===== src/design/tdmd_pkg.sv =====
package tdmd_pkg;

   // Operation codes carried by a request transaction.
   localparam logic OP_PACKET = 1'b0;
   localparam logic OP_READ   = 1'b1;

   // Kind of a response transaction.
   typedef enum logic {
      KIND_STATUS = 1'b0,
      KIND_READ   = 1'b1
   } kind_type;

   // Packet status reported at the last byte of every packet.
   typedef enum logic [1:0] {
      STATUS_DONE       = 2'd0,
      STATUS_COLLECTING = 2'd1,
      STATUS_RESET_DONE = 2'd2,
      STATUS_ERROR      = 2'd3
   } status_type;

   // Framing tokens, first character in the most significant byte.
   localparam int START_LEN = 7;
   localparam int RESET_LEN = 7;
   localparam int END_LEN   = 5;
   localparam logic [8*START_LEN-1:0] TOKEN_START = "<start>";
   localparam logic [8*RESET_LEN-1:0] TOKEN_RESET = "<reset>";
   localparam logic [8*END_LEN-1:0]   TOKEN_END   = "<end>";

   // Depth of the queue between front and back; a power of two.
   localparam int QUEUE_DEPTH = 2;

   // One classified request, as it travels from the front to the back.
   typedef struct packed {
      logic                 is_read;
      logic                 read_oob;
      logic [7:0]           data_byte;
      logic                 first;
      logic                 last;
      logic [15:0]          packet_length;
      logic [15:0]          read_address;
      logic [START_LEN-1:0] start_hit;
      logic [RESET_LEN-1:0] reset_hit;
      logic [END_LEN-1:0]   end_hit;
   } item_type;

endpackage


===== src/design/tdmd_queue.sv =====
module tdmd_queue
   import tdmd_pkg::*;
(
   input  logic     clock,
   input  logic     reset,
   input  logic     push,
   input  item_type push_item,
   output logic     full,
   input  logic     pop,
   output logic     valid,
   output item_type head_item
);

   localparam int PTR_W = $clog2(QUEUE_DEPTH);
   localparam int CNT_W = $clog2(QUEUE_DEPTH + 1);

   item_type           slot_ff [QUEUE_DEPTH];
   logic [PTR_W-1:0]   wr_ptr_ff;
   logic [PTR_W-1:0]   rd_ptr_ff;
   logic [CNT_W-1:0]   count_ff;
   logic [CNT_W-1:0]   count_in;

   assign full      = (count_ff == CNT_W'(QUEUE_DEPTH));
   assign valid     = (count_ff != '0);
   assign head_item = slot_ff[rd_ptr_ff];
   assign count_in  = count_ff + CNT_W'(push) - CNT_W'(pop);

   // Pointers wrap naturally since the depth is a power of two.
   always_ff @(posedge clock) begin
      if (reset) begin
         wr_ptr_ff <= '0;
         rd_ptr_ff <= '0;
         count_ff  <= '0;
      end else begin
         if (push) begin
            wr_ptr_ff <= wr_ptr_ff + PTR_W'(1);
         end
         if (pop) begin
            rd_ptr_ff <= rd_ptr_ff + PTR_W'(1);
         end
         count_ff <= count_in;
      end
   end

   // Slot storage needs no reset.
   always_ff @(posedge clock) begin
      if (push) begin
         slot_ff[wr_ptr_ff] <= push_item;
      end
   end

endmodule


===== config.mk =====
export PLATFORM = sky130hd
export DESIGN_NAME = tdmd_queue
export DESIGN_NICKNAME = d
export VERILOG_FILES = /design/src/design/tdmd_pkg.sv /design/src/design/tdmd_queue.sv
export SDC_FILE = /design/constraint.sdc
export NUM_CORES = 1
export LEC_CHECK = 0
export ABC_CLOCK_PERIOD_IN_PS = 8100
export BUFFER_PORTS_ARGS = -buffer_cell sky130_fd_sc_hd__buf_2
export CAP_MARGIN = 30
export CELL_PAD_IN_SITES_DETAIL_PLACEMENT = 1
export CELL_PAD_IN_SITES_GLOBAL_PLACEMENT = 2
export CORE_MARGIN = 2
export CORE_UTILIZATION = 30
export DETAILED_ROUTE_END_ITERATION = 7
export PLACE_DENSITY_LB_ADDON = 0.1
export SLEW_MARGIN = 10
export SYNTH_ARGS = -nofsm -noshare
export SYNTH_HDL_FRONTEND = slang
export SYNTH_SLANG_ARGS = --single-unit

===== constraint.sdc =====
create_clock -name clock -period 8.1 [get_ports clock]
set_input_delay 1.62 -clock clock [delete_from_list [all_inputs] [get_ports clock]]
set_output_delay 1.62 -clock clock [all_outputs]
set_load 0.005 [all_outputs]

; Word-level counts from Yosys, hierarchy flattened
; Memory sizes are Yosys's and may differ from the RTL's. A register that Yosys moved wholly into a read port is not among the register bits.
; Index checks and enable logic that the tools add are counted.
[word_totals]
ff_bits = 4
latch_bits = 0
mem_bits_rw = 126
rom_bits = 0
input_bits = 67
out_inout_bits = 65
wordCells = 14
memories = 1
[classes]
n_addsub = 4
multipliers = 0
n_div = 0
n_lt_le_gt_ge = 0
n_eq_ne = 1
n_shift = 0
muxes = 4
bitwise = 0
reduce_logical = 1
[memory_table]
columns = name, depth, width, read_ports, rd_clocked_by_memory_dff, wr, line_no
row1 = slot_ff, 2, 63, 1, 1, 1, tdmd_queue.sv:17  ; item_type slot_ff [QUEUE_DEPTH];
[ops]
columns = operator, count
row1 = 1-bit 2-to-1 mux, 4
row2 = 1-bit adder (second input constant), 2
row3 = 2-bit by 1-bit adder with 2-bit output, 1
row4 = 2-bit == test (second input constant), 1
row5 = 2-bit nonzero test, 1
row6 = 2-bit by 1-bit subtractor with 2-bit output, 1

; Longest topological paths before layout
; Gate-level depths: netlist of run 1.
[logic_depth]
word_depth = 3
mapped_depth = 6
depth_no_buf = 6

; Least setup slack after synthesis of run 1
; OpenSTA, ideal clock, no wires.
[synth_timing]
path_kind = input to register
start = input push
end = memory slot_ff[0][0] (netlist bit) (enable)
setup_time_ns = 0.492
arrival_ns = 4.392
required_ns = 7.608
slack_ns = 3.216
cell_stages = 1
n_path_buf = 0
cell_sequence = nor2b_1
[synth_between]
elab_chain_len = 2
[synth_lines]
columns = item, line_no
row1 = start: declaration, tdmd_queue.sv:6  ; input logic push,
row2 = 1-bit 2-to-1 mux, tdmd_queue.sv:47  ; if (push) begin
row3 = 1-bit 2-to-1 mux (implied by the code), tdmd_queue.sv:48  ; slot_ff[wr_ptr_ff] <= push_item;
row4 = end: declaration, tdmd_queue.sv:17
; No other way between the ends.

==> results.sh, run 1 <==
export IMPL_cp_max_fo=39
export IMPL_grt_pass1_vias=2666
export IMPL_viasPerCell=4.06
export IMPL_synthArstFlopShare_pct=0
export IMPL_ys_warn_count=0
export IMPL_antenna_found_initial=1
export IMPL_fin_nets=432
export IMPL_outcome="complete, no violations"
export IMPL_clkLatencyLatePin_ns=0.41
export IMPL_crit_type="flop to output port"
export IMPL_areaGrowthSynthToFinish_pct=27.4
export IMPL_drt_iter0_drc=89
export IMPL_synth_edff_count=126
export IMPL_syn_nets=286
export IMPL_core_area_um2=16500
export IMPL_ys_seq_elements=131
export IMPL_netlist_top_cells_area="edfxtp_1 (75%), mux2_4 (18%), buf_12 (2.4%)"
export IMPL_die_width_um=134
export IMPL_drive_gt1_share_pct=59.0
export IMPL_relSlewSlack_pct=49.6
export IMPL_grtUsageMet3_pct=5.74
export IMPL_maxCapViolCount=0
export IMPL_syn_area_um2=5070
export IMPL_fin_crit_ns=3.96
export IMPL_ys_types=14
export IMPL_ctsResizeCount=0
export IMPL_drc=0
export IMPL_slowest_delay_ns=0.70
export IMPL_routed_wl_mm=9.59
export IMPL_cts_sinks=131
export IMPL_ioPinCount=132
export IMPL_met1_usage_pct=12.8
export IMPL_overflow=0
export IMPL_drv_slew=0
export IMPL_die_area_um2=18000
export IMPL_holdWs_ns=0.509
export IMPL_path_cells="buf_4 > mux2_2 > buf_2"
export IMPL_fmax_mhz=253
export IMPL_finalHoldViolCount=0
export IMPL_final_area_um2=6460
export IMPL_cp_required_ns=6.48
export IMPL_ctsHoldBuffers=0
export IMPL_synth_avg_cell_area_um2=23.4
export IMPL_p_leak_nw=2.55
export IMPL_clkSlewWorstSetupHoldPaths_ns=0.05
export IMPL_port_buffers=131
export IMPL_num_rows=47
export IMPL_synth_largest_area_cell="edfxtp_1"
export IMPL_busiest_layer="met2"
export IMPL_hpwl_mm=5.98
export IMPL_post_route_period_util_pct=48.8
export IMPL_worst_setup_path_end_kind="output port"
export IMPL_drtAntennaViolNets=0
export IMPL_rsz0062_at_grt="false"
export IMPL_drt_pass1_iterations=4
export IMPL_wl_per_cell_um=16.1
export IMPL_grt_use_met2_pct=17.7
export IMPL_synth_flop_cell="edfxtp_1"
export IMPL_fin_cells=597
export IMPL_grt_pass1_wl_mm=14.6
export IMPL_gp_congestion=0.642
export IMPL_grt_usage_pct=11.3
export IMPL_clockRootBuffer="clkbuf_16"
export IMPL_htree_levels=4
export IMPL_setup_tns_ns=0
export IMPL_worstMarginPinSlew_ns=0.756
export IMPL_fin_skew_ns=0.00473
export IMPL_cts_inserted_buffers=17
export IMPL_start_util_pct=30.7
export IMPL_cp_start_kind="flop"
export IMPL_vias=2426
export IMPL_placed_cell_area_um2=5920
export IMPL_hold_path_class="flop to flop"
export IMPL_cts_tree="yes"
export IMPL_setup_viol=0
export IMPL_clockBufferDepth=2
export IMPL_syn_instance_count=217
export IMPL_worstPathArrival_ns=2.34
export IMPL_utilization_pct=39.1
export IMPL_cp_num_buf_inv=2
export IMPL_cp_slowest_cell="buf_4"
export IMPL_cp_top_family="buffers and inverters"
export IMPL_grt_max_degree=43
export IMPL_post_cts_buffers=0
export IMPL_numPlacedInstances=564
export IMPL_yosys_area_top_type_share_pct=74.6
export IMPL_die_h_um=134
export IMPL_irDropWorstVdd_mv=0.136
export IMPL_ys_seq_area_share_pct=76.6
export IMPL_power_density_nw_per_um2=262
-- sequential cells by signal, summed over array words and instances, names as in the netlist, named ones only --
signal / count
slot_ff: 126
wr_ptr_ff: 1
count_ff: 2
rd_ptr_ff: 1
-- power breakdown --
part           total (mW)  switching (mW)  internal, mW
Combinational       0.174          0.0730         0.101
Sequential          0.810          0.0182         0.792
Clock               0.708           0.261         0.447
Total                1.69           0.353          1.34
-- placed cells by master, fill, tap and decap left out --
cell         n
buf_2      131
clkbuf_1     7
clkbuf_16   17
clkinv_1     4
mux2_4      60
nor2b_4      1
dfxtp_4      1
or2_2        1
edfxtp_1   126
xnor3_1      1
and2_4       1
buf_12       1
nor2b_1      2
bufinv_16    2
ha_1         2
buf_4        2
inv_1        2
mux2_2       3
diode_2      1
xnor2_1      2
nor2_1       4
dfxtp_1      4
clkinv_2     2
-- cells in the mapped netlist, types with 2 or more instances --
cell / n
buf_12: 6
dfxtp_1: 5
edfxtp_1: 126
ha_1: 2
inv_1: 2
mux2_2: 3
mux2_4: 60
nor2_1: 4
nor2b_1: 3
xnor2_1: 2
-- area by class of cell --
type	instances	area, um^2
timing repair buffer	134	691
sequential	131	3890
fill	1649	10100
inverter	2	7.51
tap	220	275
multi-input combinational	77	1060
clock inverter	8	85.1
antenna	1	2.50
clock buffer	24	452
-- worst reg2reg max path, stage by stage, from the launching register on --
cell and delay (ns):
dfxtp_1 0.35, nor2b_4 0.58, buf_4 0.65
-- metal layers --
metal | vias up | share of wire, %
met5 | - | 0
met2 | 90 | 47
met1 | 1176 | 43
met4 | 0 | 1.6
met3 | 14 | 8.1
li1 | 1146 | -
-- through the flow --
step / power [mW] / setup WS, ns
2_1_floorplan: 0.935 / 3.22
3_3_place_gp: 0.999 / 4.51
3_5_place_dp: 1.00 / 4.51
4_1_cts: 1.72 / 4.05
5_1_grt: 1.76 / 4.01
6_report: 1.69 / 4.14
-- kinds of logic (layout without fill, tap and decap cells) --
logic type	after synthesis	after routing	share of synthesized area (%)
xor gates and xnor gates	3	3	0.790
adders and majority gates	2	2	0.494
muxes	63	63	18.4
and+or+nand+nor	9	9	0.913
DFF	131	131	76.6
buffers and inverters	9	168	2.74
other	0	1	0
-- final timing paths --
kind | endpoint | startpoint | slack, ns | depth (start not counted)
min reg2reg | flop | rd_ptr_ff$_SDFFE_PP0P_ | 0.51 | 2
min | flop | rd_ptr_ff$_SDFFE_PP0P_ | 0.51 | 2
max reg2reg | slot_ff[0][13]$_DFFE_PP_ | wr_ptr_ff$_SDFFE_PP0P_ | 6.12 | 2
max | head_item[51] | flop | 4.14 | 3
No activity file was read; power rests on OpenSTA's default activity.
==> run 2: changes to the inputs <==
--- a/config.mk
+++ b/config.mk
@@ -5,7 +5,8 @@
 export SDC_FILE = /design/constraint.sdc
 export NUM_CORES = 1
 export LEC_CHECK = 0
-export ABC_CLOCK_PERIOD_IN_PS = 8100
+export ABC_AREA = 1
+export ABC_CLOCK_PERIOD_IN_PS = 3900
 export BUFFER_PORTS_ARGS = -buffer_cell sky130_fd_sc_hd__buf_2
 export CAP_MARGIN = 30
 export CELL_PAD_IN_SITES_DETAIL_PLACEMENT = 1
==> constraint.sdc (replaced) <==
create_clock -name clock -period 3.9 [get_ports clock]
set_input_delay 0.78 -clock clock [delete_from_list [all_inputs] [get_ports clock]]
set_output_delay 0.78 -clock clock [all_outputs]
set_load 0.005 [all_outputs]
==> results.sh, run 2 <==
export IMPL_syn_area_um2=5070
export IMPL_ioPinCount=132
export IMPL_p_int_mw=3.01
export IMPL_outcome="complete, no violations"
export IMPL_core_area_um2=16600
export IMPL_preCtsSetupSlack_ns=1.42
export IMPL_p_leak_nw=2.63
export IMPL_antennaDiodeCount=0
export IMPL_power_density_nw_per_um2=572
export IMPL_ys_warn_count=0
export IMPL_utilization_pct=39.8
export IMPL_hold_path_class="flop to flop"
export IMPL_drv_slew=0
export IMPL_grt_max_degree=41
export IMPL_synthArstFlopShare_pct=0
export IMPL_drive_gt1_share_pct=59.7
export IMPL_rsz0062_at_grt="false"
export IMPL_top_register="slot_ff"
export IMPL_largest_reg_flops=126
export IMPL_fin_crit_ns=2.86
export IMPL_switching_share_pct=20.3
export IMPL_synth_largest_area_cell="edfxtp_1"
export IMPL_worstMarginPinSlew_ns=0.713
export IMPL_grt_pass1_vias=2725
export IMPL_final_common_cell="buf_2"
export IMPL_synth_avg_cell_area_um2=22.4
export IMPL_synth_edff_count=126
export IMPL_routed_wl_mm=9.82
export IMPL_gp_congestion=0.683
export IMPL_cp_slowest_cell="dfxtp_4"
export IMPL_power_share_clock_pct=47.0
export IMPL_seqPwrFrac_pct=44.2
export IMPL_grt_usage_pct=11.5
export IMPL_clockBufferDepth=2
export IMPL_r2r_slack_ns=2.19
export IMPL_start_util_pct=30.6
export IMPL_drtAntennaViolNets=0
export IMPL_num_rows=47
export IMPL_syn_nets=296
export IMPL_cts_sinks=131
export IMPL_overflow=0
export IMPL_setup_ws_ns=1.04
export IMPL_fin_cells=607
export IMPL_port_buffers=131
export IMPL_clkLatencyLatePin_ns=0.41
export IMPL_r2r_cells=2
export IMPL_relSlewSlack_pct=52.5
export IMPL_vias=2494
export IMPL_ys_types=14
export IMPL_ys_seq_area_share_pct=76.5
export IMPL_path_cells="buf_12 > mux2_2 > buf_2"
export IMPL_antenna_found_initial=1
export IMPL_drt_pass1_iterations=4
export IMPL_netlist_top_cells_area="edfxtp_1 (75%), mux2_4 (18%), buf_12 (2.4%)"
export IMPL_synth_commonest_cells="edfxtp_1 (126), mux2_4 (60), inv_1 (8)"
export IMPL_setup_tns_ns=0
export IMPL_ctsResizeCount=0
export IMPL_irDropWorstVdd_mv=0.286
export IMPL_layout_common_cells="buf_2 (131), edfxtp_1 (126), mux2_4 (60)"
export IMPL_crit_type="flop to output port"
export IMPL_slowest_delay_ns=0.82
export IMPL_die_area_um2=18000
export IMPL_die_h_um=134
export IMPL_cts_inserted_buffers=17
export IMPL_numPlacedInstances=575
export IMPL_fillers=1653
export IMPL_areaGrowthSynthToFinish_pct=30.1
export IMPL_fmax_mhz=350
export IMPL_cp_num_buf_inv=2
export IMPL_ctsHoldBuffers=0
export IMPL_min_delay_path_depth=2
export IMPL_die_width_um=134
export IMPL_drc=0
export IMPL_power_frac_comb_pct=8.8
export IMPL_power_mw=3.78
export IMPL_htree_levels=4
export IMPL_cp_max_fo=35
export IMPL_viasPerCell=4.11
export IMPL_syn_instance_count=227
export IMPL_grt_pass1_wl_mm=15.0
export IMPL_post_route_period_util_pct=73.3
export IMPL_fin_skew_ns=0.00472
export IMPL_hpwl_mm=6.26
export IMPL_clkSlewWorstSetupHoldPaths_ns=0.06
export IMPL_worst_setup_path_end_kind="output port"
export IMPL_cp_required_ns=3.12
export IMPL_p_sw_mw=0.766
export IMPL_synth_flop_cell="edfxtp_1"
export IMPL_cp_start_kind="flop"
export IMPL_fin_nets=443
export IMPL_reg2reg_to="slot_ff[0][29]$_DFFE_PP_"
export IMPL_yosys_area_top_type_share_pct=74.6
export IMPL_wl_per_cell_um=16.2
export IMPL_ys_seq_elements=131
export IMPL_synth_most_common_cell="edfxtp_1"
export IMPL_maxCapViolCount=0
export IMPL_r2r_start="wr_ptr_ff$_SDFFE_PP0P_"
export IMPL_clockRootBuffer="clkbuf_16"
export IMPL_cts_tree="yes"
export IMPL_hold_start="rd_ptr_ff$_SDFFE_PP0P_"
export IMPL_finalHoldViolCount=0
export IMPL_drt_iter0_drc=129
export IMPL_post_cts_buffers=0
export IMPL_cp_top_family="flip-flops"
export IMPL_top_regs="slot_ff (126), count_ff (2)"
export IMPL_setup_viol=0
export IMPL_worstPathArrival_ns=2.08
## run 2: changes by cell type after synthesis, sizes merged, moves of 3 or more
cell / change
nor2: +3
nand2: +5
nor2b: -3
inv: +6
## run 2: area by class of cell
type                    count  area, um^2  area share (%)
repair buffers            135         711            10.8
multi-input cells          81        1040            15.7
inverters                   8        30.0           0.455
clock buffers              17         425            6.44
well taps                 220         275            4.17
clock inverters            15         238            3.60
flip-flops and latches    131        3890            58.9
## run 2: how the worst max path moves through the flow
stage          startpoint                 endpoint  cells past startpoint
6_report             flop            head_item[58]                      3
3_5_place_dp         flop            head_item[58]                      3
5_1_grt              flop            head_item[58]                      3
3_3_place_gp         flop            head_item[58]                      3
2_1_floorplan        push  slot_ff[0][0]$_DFFE_PP_                      2
4_1_cts              flop            head_item[58]                      3
## run 2: worst min-delay path, stage by stage, from the launching register on
cell and delay, ns:
dfxtp_1 0.33, xnor2_1 0.08, nor2_1 0.07
## run 2: logic make-up after synthesis
group                      after synthesis  share of synthesized area (%)
DFF                                    131                           76.5
muxes                                   63                           18.4
buffers and inverters                   15                           3.18
and+or+nand+nor                         14                           1.09
adders and majority gates                2                          0.493
AOI/OAI and AO/OA                        1                         0.0985
xor gates and xnor gates                 1                          0.173
## run 2: power groups by stage
stage               registers [mW]  logic, mW  clock network, mW
floorplan                     1.68      0.230                  0
global placement              1.70      0.339                  0
detailed placement            1.70      0.342                  0
CTS                           1.67      0.343               1.82
global route                  1.68      0.367               1.87
finish                        1.67      0.333               1.78
## run 2: metal layers
layer  routed length, um  global-route usage, %  vias up
li1                    -                      -     1171
met1                3940                   13.4     1222
met2                5030                   18.6       87
met3                 674                   4.23       12
met4                 158                   5.79        2
met5                  12                      0        -
## run 2: metrics by stage
stage / hold slack [ns] / instance area [um^2]
floorplan: 0.480 / 5080
global placement: 0.500 / 5940
detailed placement: 0.498 / 5940
CTS: 0.521 / 6600
global route: 0.531 / 6600
finish: 0.518 / 6600
